`config.mk`:
```
export PLATFORM = sky130hd
export DESIGN_NAME = utf8_stream_decoder_core_flat
export DESIGN_NICKNAME = d
export VERILOG_FILES = /design/src/u8d_pkg.sv /design/src/u8d_if.sv /design/src/utf8_stream_decoder_core.sv /design/src/flat_wrapper.sv
export SDC_FILE = /design/constraint.sdc
export NUM_CORES = 1
export LEC_CHECK = 0
export BUFFER_PORTS_ARGS = -buffer_cell sky130_fd_sc_hd__buf_2
export CAP_MARGIN = 15
export CORE_UTILIZATION = 30
export CTS_BUF_LIST = sky130_fd_sc_hd__clkbuf_16
export DETAILED_ROUTE_END_ITERATION = 10
export PLACE_DENSITY = 0.58
export SYNTH_ARGS = -nofsm -noshare
export SYNTH_HDL_FRONTEND = slang
export SYNTH_SLANG_ARGS = --single-unit
```
`constraint.sdc`:
```
create_clock -name i_clk -period 10.2 [get_ports i_clk]
set_input_delay 1.02 -clock i_clk [delete_from_list [all_inputs] [get_ports i_clk]]
set_output_delay 1.02 -clock i_clk [all_outputs]
set_load 0.03 [all_outputs]
```
`src/u8d_pkg.sv`:
```
// shared types and constants of the utf-8 stream decoder
`default_nettype none

package u8d_pkg;

    localparam int unsigned CpWidth  = 31;
    localparam int unsigned CntWidth = 3;

    typedef enum logic [1:0] {
        ST_OK       = 2'd0,
        ST_BAD_LEAD = 2'd1,
        ST_TRUNC    = 2'd2
    } t_status;

    typedef struct packed {
        logic [7:0] in_byte;
        logic       end_of_buffer;
    } t_in_item;

    typedef struct packed {
        logic [CpWidth-1:0]  code_point;
        t_status             status;
        logic [CntWidth-1:0] byte_count;
    } t_out_item;

endpackage

`default_nettype wire

```
`src/u8d_if.sv`:
```
// valid/ready channels for input bytes and decoded items
`default_nettype none

interface u8d_in_if;
    logic               valid;
    logic               ready;
    u8d_pkg::t_in_item  data;

    modport source (output valid, output data, input ready);
    modport sink   (input valid, input data, output ready);
endinterface

interface u8d_out_if;
    logic               valid;
    logic               ready;
    u8d_pkg::t_out_item data;

    modport source (output valid, output data, input ready);
    modport sink   (input valid, input data, output ready);
endinterface

`default_nettype wire

```
`src/utf8_stream_decoder_core.sv`:
```
// utf-8 stream decoder top level: input register, decode logic, result register
//
// Decodes a byte stream in legacy utf-8 (sequences of 1 to 6 bytes, code points up
// to 31 bits), one byte per item on i_in. Each byte is captured in an input register
// and then decoded against the sequence state into the result register on o_out, so
// one byte is taken every cycle when o_out is ready. Only the last byte of a sequence,
// an invalid lead byte, or a byte marked end_of_buffer that cuts a sequence short gives
// an item; continuation bytes are not checked for the 10xxxxxx pattern. With
// latin1_only set, ok results at or above 0x100 are dropped, errors are always given.
// Write i_cfg_we only while the block is idle.
`default_nettype none

module utf8_stream_decoder_core (
    input  wire logic   i_clk,
    input  wire logic   i_rst_n,
    input  wire logic   i_cfg_we,
    input  wire logic   i_cfg_wdata,
    u8d_in_if.sink      i_in,
    u8d_out_if.source   o_out
);

    localparam int unsigned CpW  = u8d_pkg::CpWidth;
    localparam int unsigned CntW = u8d_pkg::CntWidth;

    logic                r_latin1_only;
    logic                r_in_valid;
    u8d_pkg::t_in_item   r_in;
    logic                r_out_valid;
    u8d_pkg::t_out_item  r_out;

    logic [CpW-1:0]      r_acc;
    logic [CntW-1:0]     r_remaining;
    logic [CntW-1:0]     r_seq_len;

    logic [CpW-1:0]      n_acc;
    logic [CntW-1:0]     n_remaining;
    logic [CntW-1:0]     n_seq_len;
    logic                n_res_valid;
    u8d_pkg::t_out_item  n_res;

    logic                proc_go;
    logic [CpW-1:0]      shifted;
    logic [CntW-1:0]     rem_dec;
    logic [CntW-1:0]     lead_len;
    logic [6:0]          lead_bits;
    logic                lead_ok;
    logic                big_cp;

    assign proc_go     = r_in_valid && (!r_out_valid || o_out.ready);
    assign i_in.ready  = !r_in_valid || proc_go;
    assign o_out.valid = r_out_valid;
    assign o_out.data  = r_out;

    assign shifted = {r_acc[CpW-7:0], r_in.in_byte[5:0]};
    assign rem_dec = r_remaining - CntW'(1);
    assign big_cp  = |shifted[CpW-1:8];

    // lead byte class
    always_comb begin
        lead_ok   = 1'b1;
        lead_len  = CntW'(1);
        lead_bits = r_in.in_byte[6:0];
        priority if (r_in.in_byte[7] == 1'b0) begin
            lead_len  = CntW'(1);
            lead_bits = r_in.in_byte[6:0];
        end else if (r_in.in_byte[7:5] == 3'b110) begin
            lead_len  = CntW'(2);
            lead_bits = {2'b0, r_in.in_byte[4:0]};
        end else if (r_in.in_byte[7:4] == 4'b1110) begin
            lead_len  = CntW'(3);
            lead_bits = {3'b0, r_in.in_byte[3:0]};
        end else if (r_in.in_byte[7:3] == 5'b11110) begin
            lead_len  = CntW'(4);
            lead_bits = {4'b0, r_in.in_byte[2:0]};
        end else if (r_in.in_byte[7:2] == 6'b111110) begin
            lead_len  = CntW'(5);
            lead_bits = {5'b0, r_in.in_byte[1:0]};
        end else if (r_in.in_byte[7:1] == 7'b1111110) begin
            lead_len  = CntW'(6);
            lead_bits = {6'b0, r_in.in_byte[0]};
        end else begin
            lead_ok = 1'b0;
        end
    end

    always_comb begin
        n_acc            = '0;
        n_remaining      = '0;
        n_seq_len        = '0;
        n_res_valid      = 1'b0;
        n_res.code_point = '0;
        n_res.status     = u8d_pkg::ST_OK;
        n_res.byte_count = CntW'(1);
        if (r_remaining == '0) begin
            if (!lead_ok) begin
                n_res_valid  = 1'b1;
                n_res.status = u8d_pkg::ST_BAD_LEAD;
            end else if (lead_len == CntW'(1)) begin
                n_res.code_point = CpW'(lead_bits);
                n_res_valid      = !(r_latin1_only && 1'b0);
            end else if (r_in.end_of_buffer) begin
                n_res_valid  = 1'b1;
                n_res.status = u8d_pkg::ST_TRUNC;
            end else begin
                n_acc       = CpW'(lead_bits);
                n_seq_len   = lead_len;
                n_remaining = lead_len - CntW'(1);
            end
        end else begin
            if (rem_dec == '0) begin
                n_res.code_point = shifted;
                n_res.byte_count = r_seq_len;
                n_res_valid      = !(r_latin1_only && big_cp);
            end else if (r_in.end_of_buffer) begin
                n_res_valid      = 1'b1;
                n_res.status     = u8d_pkg::ST_TRUNC;
                n_res.byte_count = r_seq_len - rem_dec;
            end else begin
                n_acc       = shifted;
                n_seq_len   = r_seq_len;
                n_remaining = rem_dec;
            end
        end
    end

    always_ff @(posedge i_clk) begin
        if (!i_rst_n) begin
            r_latin1_only <= 1'b0;
            r_in_valid    <= 1'b0;
            r_out_valid   <= 1'b0;
            r_acc         <= '0;
            r_remaining   <= '0;
            r_seq_len     <= '0;
        end else begin
            if (i_cfg_we) begin
                r_latin1_only <= i_cfg_wdata;
            end
            if (i_in.ready) begin
                r_in_valid <= i_in.valid;
            end
            if (proc_go) begin
                r_out_valid <= n_res_valid;
                r_acc       <= n_acc;
                r_remaining <= n_remaining;
                r_seq_len   <= n_seq_len;
            end else if (o_out.ready) begin
                r_out_valid <= 1'b0;
            end
        end
    end

    always_ff @(posedge i_clk) begin
        if (i_in.valid && i_in.ready) begin
            r_in <= i_in.data;
        end
        if (proc_go && n_res_valid) begin
            r_out <= n_res;
        end
    end

endmodule

`default_nettype wire
```
`src/flat_wrapper.sv`:
```
// flat-port wrapper written by rule: the top's interface ports become plain ports
module utf8_stream_decoder_core_flat 
  (i_clk, i_rst_n, i_cfg_we, i_cfg_wdata, i_in_valid, i_in_data, i_in_ready, o_out_valid, o_out_data, o_out_ready);
  u8d_in_if i_in_i ();
  u8d_out_if o_out_i ();
  input  wire logic i_clk;
  input  wire logic i_rst_n;
  input  wire logic i_cfg_we;
  input  wire logic i_cfg_wdata;
  input wire logic [$bits(i_in_i.valid)-1:0] i_in_valid;
  input wire logic [$bits(i_in_i.data)-1:0] i_in_data;
  output wire logic [$bits(i_in_i.ready)-1:0] i_in_ready;
  output wire logic [$bits(o_out_i.valid)-1:0] o_out_valid;
  output wire logic [$bits(o_out_i.data)-1:0] o_out_data;
  input wire logic [$bits(o_out_i.ready)-1:0] o_out_ready;
  assign i_in_i.valid = i_in_valid;
  assign i_in_i.data = i_in_data;
  assign i_in_ready = i_in_i.ready;
  assign o_out_valid = o_out_i.valid;
  assign o_out_data = o_out_i.data;
  assign o_out_i.ready = o_out_ready;
  utf8_stream_decoder_core u_core (.i_clk(i_clk), .i_rst_n(i_rst_n), .i_cfg_we(i_cfg_we), .i_cfg_wdata(i_cfg_wdata), .i_in(i_in_i), .o_out(o_out_i));
endmodule
```
# Word-level counts from Yosys, hierarchy flattened
# Index checks and enable logic that the tools add are counted.
# W data, S select, Z words.
dict set report word_totals {
  register_bits 79
  out_inout_bits 38
  word_cells 88
}
dict set report op_classes {
  mux 53
  reduce_logical 15
  eq_ne 6
  n_addsub 3
}
# cell n
set ops {}
lappend ops {{$mux W25} 4}
lappend ops {{$mux W7} 10}
lappend ops {{$mux W3} 19}
lappend ops {{$mux W33} 1}
lappend ops {{$mux W31} 1}
lappend ops {{$reduce_or A23 Y1} 1}
lappend ops {{$mux W1} 13}
lappend ops {{$mux W2} 4}
lappend ops {{$eq A7 B7 Y1 const B} 1}
lappend ops {{$eq A6 B6 Y1 const B} 1}
lappend ops {{$logic_not A3 Y1} 2}
lappend ops {{$sub A3 B1 Y3 const B} 2}
lappend ops {{$eq A5 B5 Y1 const B} 1}
lappend ops {{$mux W5} 1}
lappend ops {{$eq A4 B4 Y1 const B} 1}
lappend ops {{$logic_and A1 B1 Y1} 4}
lappend ops {{$eq A3 B1 Y1 const B} 1}
lappend ops {{$eq A3 B3 Y1 const B} 1}
lappend ops {{$logic_not A1 Y1} 3}
lappend ops {{$reduce_bool A3 Y1} 1}
lappend ops {{$sub A3 B3 Y3} 1}
lappend ops {{$logic_or A1 B1 Y1} 2}
lappend ops {{$reduce_and A2 Y1} 1}
lappend ops {{$reduce_bool A2 Y1} 1}

# Logic depth before layout (Yosys ltp)
# Gate-level depths: netlist of run 1.
dict set report depth {
  word_depth 12
  ltp_mapped 10
  depth_no_buf 10
}

# Worst setup path before layout of run 1
# No wires, ideal clock.
dict set report synth_timing {
  path_kind {in2reg}
  start {input o_out_ready}
  end {register u_core.r_out, in the netlist u_core.o_out.data[0], enable pin}
  n_path_buf 1
  arrival_time_ns 4.393
  cell_stages 5
  setup_slack_ns 5.309
  required_time_ns 9.702
  setup_ns 0.498
  cell_sequence {nand2b_1 and2_1 clkbuf_1 o21ai_2 a311oi_1}
}
dict set report synth_via {
  elab_chain_len 3
}
# element line
set synth_rtl {}
lappend synth_rtl {{from (decl)} flat_wrapper.sv:15} ;# input wire logic [$bits(o_out_i.ready)-1:0] o_out_ready;
lappend synth_rtl {{$logic_or A1 B1 Y1} utf8_stream_decoder_core.sv:49} ;# assign proc_go = r_in_valid && (!r_out_valid || o_out.ready);
lappend synth_rtl {{$logic_and A1 B1 Y1} utf8_stream_decoder_core.sv:49}
lappend synth_rtl {{$logic_and A1 B1 Y1} utf8_stream_decoder_core.sv:156} ;# if (proc_go && n_res_valid) begin
lappend synth_rtl {{to (signal assigned)} utf8_stream_decoder_core.sv:157} ;# r_out <= n_res;
lappend synth_rtl {{to (decl)} utf8_stream_decoder_core.sv:29} ;# u8d_pkg::t_out_item r_out;
# Every way passes these cells.
# A chain may end at the register's enable or synchronous reset.

# Final worst setup path of run 1
dict set report layout_timing {
  start {register u_core.r_in[3] (netlist name)}
  end {register u_core.r_out, in the netlist u_core.o_out.data[1], enable pin}
}
dict set report layout_via {
  elab_chain_len 12
  word_cells_on_any_way 19
  classes_between {eq/ne (3); mux (15); reduce/logical (1)}
}
# element line
set layout_rtl {}
lappend layout_rtl {{from (decl)} utf8_stream_decoder_core.sv:27} ;# u8d_pkg::t_in_item r_in;
lappend layout_rtl {{from (signal assigned)} utf8_stream_decoder_core.sv:154} ;# r_in <= i_in.data;
lappend layout_rtl {{$eq A7 B7 Y1} utf8_stream_decoder_core.sv:78} ;# end else if (r_in.in_byte[7:1] == 7'b1111110) begin
lappend layout_rtl {{$mux W3} utf8_stream_decoder_core.sv:78}
lappend layout_rtl {{$mux W3} utf8_stream_decoder_core.sv:75} ;# end else if (r_in.in_byte[7:2] == 6'b111110) begin
lappend layout_rtl {{$mux W3} utf8_stream_decoder_core.sv:72} ;# end else if (r_in.in_byte[7:3] == 5'b11110) begin
lappend layout_rtl {{$mux W3} utf8_stream_decoder_core.sv:69} ;# end else if (r_in.in_byte[7:4] == 4'b1110) begin
lappend layout_rtl {{$mux W3} utf8_stream_decoder_core.sv:66} ;# end else if (r_in.in_byte[7:5] == 3'b110) begin
lappend layout_rtl {{$mux W3} utf8_stream_decoder_core.sv:63} ;# priority if (r_in.in_byte[7] == 1'b0) begin
lappend layout_rtl {{$eq A3 B1 Y1} utf8_stream_decoder_core.sv:98} ;# end else if (lead_len == CntW'(1)) begin
lappend layout_rtl {{$mux W1} utf8_stream_decoder_core.sv:98}
lappend layout_rtl {{$mux W1 *} utf8_stream_decoder_core.sv:95} ;# if (!lead_ok) begin
lappend layout_rtl {{$mux W1 *} utf8_stream_decoder_core.sv:94} ;# if (r_remaining == '0) begin
lappend layout_rtl {{$logic_and A1 B1 Y1 *} utf8_stream_decoder_core.sv:156}
# Every way passes the cells marked *; elsewhere a longest branch is shown, timed or not.

==> results of run 1 <==
flip-flops by register name, summed over array words and instances, names as in the netlist:
register / cells
u_core.r_in: 9
u_core.r_remaining: 3
u_core.o_out.data: 36
u_core.r_seq_len: 3
u_core.o_out.valid: 1
u_core.r_acc: 25
u_core.r_in_valid: 1
u_core.r_latin1_only: 1
cell usage in the layout, fill, tap and decap left out, types with 2 or more instances in the layout:
cell type,Yosys,layout
nand3_1,10,10
a21boi_0,2,2
dfxtp_1,34,34
nand2b_1,3,3
buf_4,1,3
nor4_1,5,5
and2_1,31,31
or3_1,2,2
inv_1,11,11
nor2b_1,5,5
nor3_1,6,6
o21a_1,2,2
nand2_1,54,54
nand2_2,2,2
nand4_1,2,2
a21oi_1,30,30
o21bai_1,2,2
a21boi_1,2,2
o21ai_0,14,14
ha_1,6,6
edfxtp_1,45,45
inv_8,0,3
clkbuf_16,0,10
nor2_1,10,10
buf_2,1,52
final cells by class:
class | instances | area [um2]
Clock buffer | 10 | 250.2
Clock inverter | 6 | 80.08
Fill cell | 1081 | 6741
Inverter | 11 | 41.29
Multi-Input combinational cell | 210 | 1237
Sequential cell | 79 | 2032
Tap cell | 140 | 175.2
Timing Repair Buffer | 55 | 282.8
cells by family after synthesis:
kind of cell,after synthesis
and+or+nand+nor,137
DFF,79
AOI/OAI and AO/OA,63
buffers and inverters,24
adders and majority gates,7
xor gates and xnor gates,2
muxes,1
worst min-delay path: cells and delay by family, from the launching register on:
| family | cells | cell delay, ns |
|---|---|---|
| and+or+nand+nor | 1 | 0.05 |
| AOI/OAI and AO/OA | 1 | 0.05 |
| DFF | 1 | 0.31 |
per-layer routing:
layer	GRT usage (%)	vias up	wire length, um
met2	18.27	65	3085
li1	-	1202	-
met1	18.70	1069	3450
met5	0	-	0
met4	4.990	0	48
met3	2.966	2	334
worst max path at each step:
stage	end	slack, ns	cells past startpoint	from
finish	u_core.o_out.data[1]	6.89	10	u_core.r_in[3]
global route	u_core.o_out.data[1]	6.64	10	u_core.r_in[3]
CTS	u_core.o_out.data[1]	6.86	10	u_core.r_in[3]
detailed placement	u_core.o_out.data[32]	6.73	7	o_out_ready
global placement	u_core.o_out.data[27]	6.78	7	o_out_ready
floorplan	u_core.o_out.data[0]	5.31	5	o_out_ready
per-stage QoR:
stage / utilization, % / instances
finish: 37.81 / 511
global placement: 34.76 / 495
detailed placement: 34.76 / 495
floorplan: - / 313
global route: 37.81 / 511
CTS: 37.81 / 511
power by group through the flow:
stage	sequential (W)	clock, W	combinational (W)
floorplan	0.000380	0	0.0000400
global placement	0.000366	0	0.0000759
detailed placement	0.000366	0	0.0000765
CTS	0.000359	0.000353	0.0000769
global route	0.000361	0.000370	0.0000839
finish	0.000359	0.000346	0.0000758
==> summary.txt, run 1 <==
Logic synthesis
  • Synth Area in XOR/XNOR: 0.5234%
  • Synth Area per Inst: 10.69 um2
  • Yosys top cell by area: edfxtp_1
  • Most frequent cells after synthesis: nand2_1 (54), edfxtp_1 (45), dfxtp_1 (34)
  • Top_reg_cell synth: edfxtp_1
  • Compound-Gate Fraction of Synth Area: 12.07%
  • Ys Warns: 0
  • Simple-Gate Fraction of Synth Area: 20.71%
  • Mux contribution to synthesized area: 0.2991%
  • Post-synthesis async set-or-reset flop share: 0%
  • Post-Syn Area: 3347 um2
  • Seq/Total Area, Yosys: 60.71%
  • Yosys top cell area share: 40.37%
  • Synth unique cells: 46
  • Post-synth EDFFs: 45
  • Synthesized flop and latch total: 79
  • Post-synthesis share of cell area spent on full adders, half adders and majority gates: 2.841%
  • Most common cell in the synthesized netlist: nand2_1
  • Largest family of logic cells by synthesized area: simple AND/OR/NAND/NOR gates
  • Mapped Nets: 335
  • Synth area leaders: edfxtp_1 (40%), dfxtp_1 (20%), nand2_1 (6.1%), and2_1 (5.8%), a21oi_1 (4.5%)
  • Post-Synthesis Cells: 313

Cells and area
  • Layout cell share with drive strength beyond 1: 21.83%
  • N_diodes: 0
  • Nets: 388
  • Layout area overhead: 22.47%
  • Fin area: 4099 um2

Power and ir drop
  • P_int: 0.0005844 W
  • Sw power: 0.0001968 W
  • Power per cell area: 190.6 nW/um2
  • Clock share of power: 44.3%
  • Leakage: 1.505 nW
  • VDD IR max: 0.07932 mV
  • Flop pwr share: 46.0%
  • Sw Ratio: 25.19%
  • Design Power: 0.0007812 W
  • Combinational power share: 9.7%

Critical path
  • RR Startpoint: u_core.r_in[3]
  • CP most frequent cell: inv_1
  • Critical Path Slowest Stage Cell: a311oi_4
  • Cells along the critical path: nor2b_1 > o21ai_0 > a21oi_1 > inv_1 > ha_1 > inv_1 > a31oi_4 > a21oi_4 > a311oi_4 > buf_4
  • Data arrival time of the critical path: 3.32 ns
  • R2R setup slack: 6.89 ns
  • CP Capture Type: register
  • Max incr delay on CP: 0.86 ns
  • CP startpoint kind: register
  • Worst Path Max Fanout: 21
  • Path depth of the worst reg2reg path: 10
  • Cell family with most CP delay: compound AO/OA/AOI/OAI gates
  • Crit path buffers/inverters: 3
  • CP Class: register to register
  • CP required: 10.21 ns
  • FF-to-FF End: u_core.o_out.data[1]

Timing
  • Clock Skew: 0.009327 ns
  • Setup_tns: 0 ns
  • Final hold slack: 0.4553 ns
  • Worst slew margin: 34.42%
  • Final Slew Violations: 0
  • Tmin final: 3.311 ns
  • Fin crit share: 32.46%
  • PnR worst setup slack: 6.889 ns
  • Worst Tran Pin Value: 0.9837 ns
  • Final hold viol count: 0
  • Fmax achieved: 302.1 MHz
  • RSZ-0062 raised after global routing: false
  • Setup-failing EPs final: 0

Placement
  • # port buffers: 52
  • Pre-CTS setup slack: 6.734 ns
  • Final HPWL DP: 4.976 mm
  • Area after DPL: 3769 um2
  • Global placement routability congestion: 0.8319

Floorplan
  • Die height: 107.6 um
  • Core area: 10840 um2
  • Die footprint: 11580 um2
  • Std cell rows: 38
  • Starting density of the core: 30.87%
  • IO Count: 53
  • Die W: 107.6 um

Global route
  • First-pass GRT wire length: 11.30 mm
  • Final global-route overflow total: 0
  • GRT Total Usage: 12.85%
  • Largest net degree at the start of global routing: 33
  • Antenna violations before repair: 0
  • Vias in the first global route: 2272

Routing
  • Number of remaining DRC errors: 0
  • Via-per-instance ratio: 4.575
  • Routed wire per std cell: 13.54 um
  • Via count: 2338
  • Starting DRT DRC Count: 150
  • Drt pass-1 iters: 4
  • Routed WL: 6.918 mm
  • Final ANT Viol Nets: 0

Clock network
  • CTS Sinks: 79
  • Clk buf depth: 2
  • Clk_lat worst skew: 0.33 ns
  • H-tree levels: 3
  • Clock slew at reported path FFs: 0.07 ns
  • CTS Buf Count: 9
  • PostCTS Resize Cnt: 0
  • Setup bufs post-CTS: 0
  • CTS tree: yes
  • Hold_buf cts: 0
  • Root Buffer: clkbuf_16

Worst hold path
  • Hold Path Sink: u_core.r_seq_len[0]
  • HP Start: u_core.r_seq_len[0]
  • Hold Path Class: register to register
  • Hold Path Depth: 2

Run
  • Maxcap violations: 0

Outcome
  • Status: finished clean
Note: power is estimated with default switching activity, not from simulation.
==> run 2, diff against run 1 <==
--- a/config.mk
+++ b/config.mk
@@ -5,6 +5,7 @@
 export SDC_FILE = /design/constraint.sdc
 export NUM_CORES = 1
 export LEC_CHECK = 0
+export ABC_AREA = 1
 export BUFFER_PORTS_ARGS = -buffer_cell sky130_fd_sc_hd__buf_2
 export CAP_MARGIN = 15
 export CORE_UTILIZATION = 30
==> constraint.sdc (replaced) <==
create_clock -name i_clk -period 3.2 [get_ports i_clk]
set_input_delay 0.32 -clock i_clk [delete_from_list [all_inputs] [get_ports i_clk]]
set_output_delay 0.32 -clock i_clk [all_outputs]
set_load 0.03 [all_outputs]
==> run 2 against run 1 <==
Net effect: global-route usage fell by 0.18 points; sequential power rose to 3.2 times the previous value; wire length barely moved; core utilization rose by 0.10 points; final cell count rose by 4.9%; synthesized cell count rose by 7.7%; power rose to 3.3 times the previous value; critical path type unchanged.
==> summary.txt, run 2 <==
Floorplan
  • Core area: 11080 um2 (was 10840 um2)
  • IO Count: 53 (unchanged)
  • Std cell rows: 38 (unchanged)
  • Die footprint: 12050 um2 (was 11580 um2)
  • Die W: 109.8 um (was 107.6 um)
  • Starting density of the core: 31.45% (was 30.87%)
  • Die height: 109.8 um (was 107.6 um)

Power and ir drop
  • Flop pwr share: 45.5% (was 46.0%)
  • Combinational power share: 12.8% (was 9.7%)
  • VDD IR max: 0.2992 mV (was 0.07932 mV)
  • Leakage: 1.608 nW (was 1.505 nW)
  • Power per cell area: 607.7 nW/um2 (was 190.6 nW/um2)
  • Clock share of power: 41.7% (was 44.3%)
  • Sw power: 0.0006945 W (was 0.0001968 W)
  • P_int: 0.001858 W (was 0.0005844 W)
  • Sw Ratio: 27.21% (was 25.19%)

Critical path
  • Cell family with most CP delay: buffers and inverters (was compound AO/OA/AOI/OAI gates)
  • CP startpoint kind: register (unchanged)
  • R2R setup slack: 0.72 ns (was 6.89 ns)
  • Path depth of the worst reg2reg path: 13 (was 10)
  • Max incr delay on CP: 0.44 ns (was 0.86 ns)
  • Worst Path Max Fanout: 25 (was 21)
  • FF-to-FF End: u_core.o_out.data[4] (was u_core.o_out.data[1])
  • CP Class: register to register (unchanged)
  • Data arrival time of the critical path: 2.53 ns (was 3.32 ns)
  • Cells along the critical path: nand2_1 > inv_1 > nand4_1 > nand3_1 > inv_1 > ha_1 > nand3_2 > nand2_1 > nor2_4 > inv_2 > nand2_1 > inv_1 > buf_12 (was nor2b_1 > o21ai_0 > a21oi_1 > inv_1 > ha_1 > inv_1 > a31oi_4 > a21oi_4 > a311oi_4 > buf_4)
  • CP Capture Type: register (unchanged)
  • Crit path buffers/inverters: 5 (was 3)
  • Critical Path Slowest Stage Cell: edfxtp_1 (was a311oi_4)
  • RR Startpoint: u_core.r_in[4] (was u_core.r_in[3])
  • CP required: 3.25 ns (was 10.21 ns)

Placement
  • Dpl cells: 520 (was 495)
  • Final HPWL DP: 4.973 mm (was 4.976 mm)
  • # port buffers: 52 (unchanged)
  • Global placement routability congestion: 0.9111 (was 0.8319)

Routing
  • Final ANT Viol Nets: 0 (unchanged)
  • Number of remaining DRC errors: 0 (unchanged)
  • Routed wire per std cell: 12.90 um (was 13.54 um)
  • Via count: 2424 (was 2338)
  • Via-per-instance ratio: 4.522 (was 4.575)
  • Routed WL: 6.915 mm (was 6.918 mm)
  • Starting DRT DRC Count: 67 (was 150)
  • Drt pass-1 iters: 4 (unchanged)

Cells and area
  • Layout area overhead: 20.54% (was 22.47%)
  • N_diodes: 0 (unchanged)
  • Nets: 413 (was 388)
  • Max reg flops: 36 (unchanged)
  • Most common cell after layout, fill and taps aside: nor2_1 (was nand2_1)
  • Most frequent cells in the layout: nor2_1 (55), buf_2 (52), inv_1 (49) (was nand2_1 (54), buf_2 (52), edfxtp_1 (45))
  • Multi-input gate area: 1174 um2 (was 1237 um2)
  • Reg area: 2032 um2 (unchanged)
  • Filler cell count: 1108 (was 1081)
  • Fin cells: 536 (was 511)
  • Layout cell share with drive strength beyond 1: 28.54% (was 21.83%)

Global route
  • Vias in the first global route: 2398 (was 2272)
  • Largest net degree at the start of global routing: 43 (was 33)
  • GRT Total Usage: 12.67% (was 12.85%)
  • Antenna violations before repair: 0 (unchanged)
  • Final global-route overflow total: 0 (unchanged)
  • First-pass GRT wire length: 11.47 mm (was 11.30 mm)

Clock network
  • Hold_buf cts: 0 (unchanged)
  • Setup bufs post-CTS: 0 (unchanged)
  • Root Buffer: clkbuf_16 (unchanged)
  • Clock slew at reported path FFs: 0.06 ns (was 0.07 ns)
  • CTS tree: yes (unchanged)
  • Clk_lat worst skew: 0.34 ns (was 0.33 ns)
  • CTS Buf Count: 9 (unchanged)
  • H-tree levels: 3 (unchanged)
  • PostCTS Resize Cnt: 0 (unchanged)
  • CTS Sinks: 79 (unchanged)
  • Clk buf depth: 2 (unchanged)

Worst hold path
  • Hold Path Sink: u_core.r_in[0] (was u_core.r_seq_len[0])
  • Hold Path Depth: 1 (was 2)
  • Hold Path Class: input port to register (was register to register)
  • HP Start: i_in_data[0] (was u_core.r_seq_len[0])

Logic synthesis
  • Post-synth EDFFs: 45 (unchanged)
  • Post-Synthesis Cells: 337 (was 313)
  • Mapped Nets: 359 (was 335)
  • Synth area leaders: edfxtp_1 (39%), dfxtp_1 (20%), a211oi_2 (6.5%), nor2_1 (5.9%), inv_1 (5.3%) (was edfxtp_1 (40%), dfxtp_1 (20%), nand2_1 (6.1%), and2_1 (5.8%), a21oi_1 (4.5%))
  • Top_reg_cell synth: edfxtp_1 (unchanged)
  • Yosys top cell area share: 38.78% (was 40.37%)
  • Synthesized flop and latch total: 79 (unchanged)
  • Post-synthesis async set-or-reset flop share: 0% (unchanged)
  • Seq/Total Area, Yosys: 58.31% (was 60.71%)
  • Post-Syn Area: 3485 um2 (was 3347 um2)
  • Synth Area per Inst: 10.34 um2 (was 10.69 um2)
  • Most common cell in the synthesized netlist: nor2_1 (was nand2_1)
  • Synth unique cells: 37 (was 46)
  • Ys Warns: 0 (unchanged)
  • Most frequent cells after synthesis: nor2_1 (55), inv_1 (49), edfxtp_1 (45) (was nand2_1 (54), edfxtp_1 (45), dfxtp_1 (34))
  • Yosys top cell by area: edfxtp_1 (unchanged)

Timing
  • Setup_tns: 0 ns (unchanged)
  • Final Slew Violations: 0 (unchanged)
  • Clock Skew: 0.009465 ns (was 0.009327 ns)
  • Worst slew margin: 67.25% (was 34.42%)
  • Tmin final: 2.481 ns (was 3.311 ns)
  • Fmax achieved: 403.1 MHz (was 302.1 MHz)
  • Fin crit share: 77.53% (was 32.46%)
  • RSZ-0062 raised after global routing: false (unchanged)
  • Final hold viol count: 0 (unchanged)
  • Worst Tran Pin Value: 0.4907 ns (was 0.9837 ns)
  • Setup-failing EPs final: 0 (unchanged)

Outcome
  • Status: finished clean (unchanged)

Run
  • Maxcap violations: 0 (unchanged)
run 2: changes by cell type after synthesis, sizes merged, moves of 12 or more:
cell,before,now
a211oi,1,18
and2,31,0
o21ai,15,27
a21oi,31,19
inv,11,54
nand2,56,28
nor2,10,58
run 2: power groups by stage:
stage	logic, W	clock network [W]	registers, W
2_1_floorplan	0.000187	0	0.00124
3_3_place_gp	0.000328	0	0.00118
3_5_place_dp	0.000330	0	0.00119
4_1_cts	0.000332	0.00109	0.00116
5_1_grt	0.000362	0.00113	0.00117
6_report	0.000327	0.00106	0.00116
run 2: final cells by class:
type / instances / share of cell area [%]
multi-input combinational: 191 / 27.94
clock buffer: 9 / 5.362
inverter: 54 / 4.885
tap: 140 / 4.170
clock inverter: 7 / 2.055
sequential: 79 / 48.38
timing repair buffer: 56 / 7.209
run 2: layer usage:
metal  vias up  GRT usage (%)  wire, um
met3        14          3.557       293
li1       1244              -         -
met4         0          5.524       138
met5         -              0         0
met1      1110          15.80      3153
met2        56          20.44      3330
run 2: logic make-up (layout without fill, tap and decap cells):
| group | count (synthesis) | in the layout | synth area share, % |
|---|---|---|---|
| simple gates | 107 | 107 | 14.54 |
| flops | 79 | 79 | 58.31 |
| compound gates | 73 | 73 | 15.19 |
| buf+inv | 67 | 126 | 8.007 |
| fa+ha+maj | 7 | 7 | 2.729 |
| xor+xnor | 4 | 4 | 1.221 |
run 2: per-stage QoR:
| step | utilization (%) | total power (W) | hold WS (ns) | setup slack (ns) | instance area [um2] |
|---|---|---|---|---|---|
| 2_1_floorplan | - | 0.001430 | 0.4189 | 0.7008 | 3485 |
| 3_3_place_gp | 35.10 | 0.001512 | 0.4567 | 0.7965 | 3889 |
| 3_5_place_dp | 35.10 | 0.001515 | 0.4599 | 0.6852 | 3889 |
| 4_1_cts | 37.92 | 0.002582 | 0.1462 | 0.6837 | 4200 |
| 5_1_grt | 37.92 | 0.002660 | 0.1423 | 0.5382 | 4200 |
| 6_report | 37.92 | 0.002553 | 0.1543 | 0.7191 | 4200 |
run 2: how the worst max path moves through the flow:
stage	start	to	cells past startpoint	slack, ns
final	u_core.r_in[4]	u_core.o_out.data[4]	13	0.72
after global routing	u_core.r_in[6]	u_core.o_out.data[27]	13	0.54
after CTS	u_core.r_in[8]	u_core.o_out.data[2]	13	0.68
after detailed placement	u_core.r_in[8]	u_core.o_out.data[2]	13	0.69
after global placement	u_core.r_in[8]	u_core.o_out.data[0]	13	0.80
after floorplan	u_core.r_in[8]	u_core.o_out.data[0]	12	0.70
==> run 3, diff against run 2 <==
==> constraint.sdc (replaced) <==
create_clock -name i_clk -period 2.45 [get_ports i_clk]
set_input_delay 0.245 -clock i_clk [delete_from_list [all_inputs] [get_ports i_clk]]
set_output_delay 0.245 -clock i_clk [all_outputs]
set_load 0.03 [all_outputs]
==> run 3 against run 2 <==
Net effect: critical path type unchanged; worst setup slack lost 0.59 ns; largest power group unchanged; hold slack lost 0.073 ns; wire length rose by 3.3%; combinational power rose by 34%; clock skew shrank 0.0046 ns; sequential cell count is the same; via count is 1.7% higher.
==> summary.txt, run 3 (synthesis results as in run 2) <==
Floorplan
  • Die height: 109.8 um (unchanged)
  • Starting density of the core: 31.45% (unchanged)
  • Die W: 109.8 um (unchanged)
  • Std cell rows: 38 (unchanged)
  • IO Count: 53 (unchanged)
  • Core area: 11080 um2 (unchanged)
  • Die footprint: 12050 um2 (unchanged)

Timing
  • Fin crit share: 94.84% (was 77.53%)
  • Final hold viol count: 0 (unchanged)
  • Setup-failing EPs final: 0 (unchanged)
  • Fmax achieved: 430.4 MHz (was 403.1 MHz)
  • Setup_tns: 0 ns (unchanged)
  • Clock Skew: 0.004833 ns (was 0.009465 ns)
  • Final Slew Violations: 0 (unchanged)
  • Tmin final: 2.324 ns (was 2.481 ns)
  • Worst Tran Pin Value: 0.4635 ns (was 0.4907 ns)
  • Worst slew margin: 69.10% (was 67.25%)

Power and ir drop
  • P_int: 0.002525 W (was 0.001858 W)
  • Flop pwr share: 44.6% (was 45.5%)
  • Design Power: 0.003409 W (was 0.002553 W)
  • Combinational power share: 12.9% (was 12.8%)
  • Clock share of power: 42.6% (was 41.7%)
  • VDD IR max: 0.3894 mV (was 0.2992 mV)
  • Sw Ratio: 25.91% (was 27.21%)
  • Sw power: 0.0008833 W (was 0.0006945 W)
  • Leakage: 1.633 nW (was 1.608 nW)
  • Power per cell area: 800.1 nW/um2 (was 607.7 nW/um2)

Critical path
  • CP Depth: 13 (unchanged)
  • Cells along the critical path: inv_2 > nor2_8 > nand4_1 > nand2_1 > inv_1 > ha_1 > nand3_2 > nand2_1 > nor2_4 > inv_2 > nand2_2 > clkinvlp_4 > buf_12 (was nand2_1 > inv_1 > nand4_1 > nand3_1 > inv_1 > ha_1 > nand3_2 > nand2_1 > nor2_4 > inv_2 > nand2_1 > inv_1 > buf_12)
  • Max incr delay on CP: 0.40 ns (was 0.44 ns)
  • CP Class: register to register (unchanged)
  • Cell family with most CP delay: simple AND/OR/NAND/NOR gates (was buffers and inverters)
  • Path depth of the worst reg2reg path: 13 (unchanged)
  • Worst Path Max Fanout: 31 (was 25)
  • CP required: 2.53 ns (was 3.25 ns)
  • Critical Path Slowest Stage Cell: edfxtp_1 (unchanged)
  • Data arrival time of the critical path: 2.41 ns (was 2.53 ns)
  • CP Capture Type: register (unchanged)
  • Crit path buffers/inverters: 5 (unchanged)
  • CP startpoint kind: register (unchanged)

Global route
  • Antenna violations before repair: 0 (unchanged)
  • GRT Total Usage: 12.69% (was 12.67%)
  • Final global-route overflow total: 0 (unchanged)
  • First-pass GRT wire length: 11.42 mm (was 11.47 mm)
  • Largest net degree at the start of global routing: 43 (unchanged)
  • Vias in the first global route: 2393 (was 2398)

Clock network
  • CTS Sinks: 79 (unchanged)
  • H-tree levels: 3 (unchanged)
  • CTS Buf Count: 9 (unchanged)
  • Root Buffer: clkbuf_16 (unchanged)
  • Clk buf depth: 2 (unchanged)
  • Clk_lat worst skew: 0.34 ns (about the same)
  • CTS tree: yes (unchanged)
  • Clock slew at reported path FFs: 0.06 ns (about the same)

Run
  • Maxcap violations: 0 (unchanged)

Routing
  • Drt pass-1 iters: 4 (unchanged)
  • Routed wire per std cell: 13.22 um (was 12.90 um)
  • Final ANT Viol Nets: 0 (unchanged)
  • Routed WL: 7.140 mm (was 6.915 mm)
  • Starting DRT DRC Count: 93 (was 67)
  • Via-per-instance ratio: 4.563 (was 4.522)
  • Number of remaining DRC errors: 0 (unchanged)
  • Via count: 2464 (was 2424)

Cells and area
  • Layout cell share with drive strength beyond 1: 30.25% (was 28.54%)
  • Most common cell after layout, fill and taps aside: nor2_1 (unchanged)
  • N_diodes: 0 (unchanged)
  • Most frequent cells in the layout: nor2_1 (55), buf_2 (52), inv_1 (48) (was nor2_1 (55), buf_2 (52), inv_1 (49))
  • Max reg flops: 36 (unchanged)
  • Nets: 417 (was 413)
  • Filler cell count: 1090 (was 1108)
  • Layout area overhead: 22.26% (was 20.54%)

Worst hold path
  • Hold Path Depth: 1 (unchanged)
  • Hold Path Class: input port to register (unchanged)

Placement
  • Global placement routability congestion: 0.8991 (was 0.9111)
  • Final HPWL DP: 5.034 mm (was 4.973 mm)
  • # port buffers: 52 (unchanged)

Outcome
  • Status: finished clean (unchanged)
[run 3: repair_timing]
item	in CTS	in global routing
setup buffers	0	2
hold buffers	0	0
endpoints found under the setup margin	0	36
resized for setup	0	3
[run 3: final cells by class]
class / count / area, um2 / area share, %
clock buffers: 9 / 225.2 / 5.286
clock inverters: 7 / 102.6 / 2.408
inverters: 54 / 209.0 / 4.905
multi-input cells: 191 / 1184 / 27.78
flip-flops and latches: 79 / 2032 / 47.69
well taps: 140 / 175.2 / 4.112
repair buffers: 60 / 332.8 / 7.812
[run 3: power groups by stage]
stage / Clock (W) / Sequential, W / Combinational (W)
after floorplan: 0 / 0.00162 / 0.000245
after global placement: 0 / 0.00155 / 0.000432
after detailed placement: 0 / 0.00155 / 0.000435
after CTS: 0.00148 / 0.00152 / 0.000438
after global routing: 0.00153 / 0.00153 / 0.000482
final: 0.00145 / 0.00152 / 0.000438
[run 3: worst register-to-register path: stages (launching register included)]
cell        delay, ns
edfxtp_1         0.40
inv_2            0.09
nor2_8           0.15
nand4_1          0.15
nand2_1          0.13
inv_1            0.07
ha_1             0.21
nand3_2          0.10
nand2_1          0.11
nor2_4           0.17
inv_2            0.06
nand2_2          0.10
clkinvlp_4       0.12
buf_12           0.18
[run 3: per-layer routing]
metal  track usage, %  routed length [um]  up-vias
met5                0                   0        -
met4            5.619                 111        0
met3            3.972                 304       16
met2            21.52                3531       54
met1            14.67                3194     1151
li1                 -                   -     1243
[run 3: final timing paths]
path | from | slack [ns] | end
worst max register to register | u_core.r_in[6] | 0.13 | u_core.o_out.data[10]
worst min-delay path | i_in_data[3] | 0.08 | u_core.r_in[3]
worst max-delay path | u_core.r_in[6] | 0.13 | u_core.o_out.data[10]
worst min register to register | u_core.r_acc[1] | 0.46 | u_core.r_acc[1]
[run 3: per-stage QoR]
stage | setup WS [ns] | hold WS, ns | cell area [um2] | std cells | util [%]
global route | -0.008570 | 0.06482 | 4260 | 540 | 38.46
finish | 0.1265 | 0.08154 | 4260 | 540 | 38.46
floorplan | 0.03545 | 0.3439 | 3488 | 337 | -
detailed placement | 0.1269 | 0.4231 | 3908 | 522 | 35.27
CTS | 0.1030 | 0.07041 | 4235 | 538 | 38.23
global placement | 0.2589 | 0.4243 | 3908 | 522 | 35.27
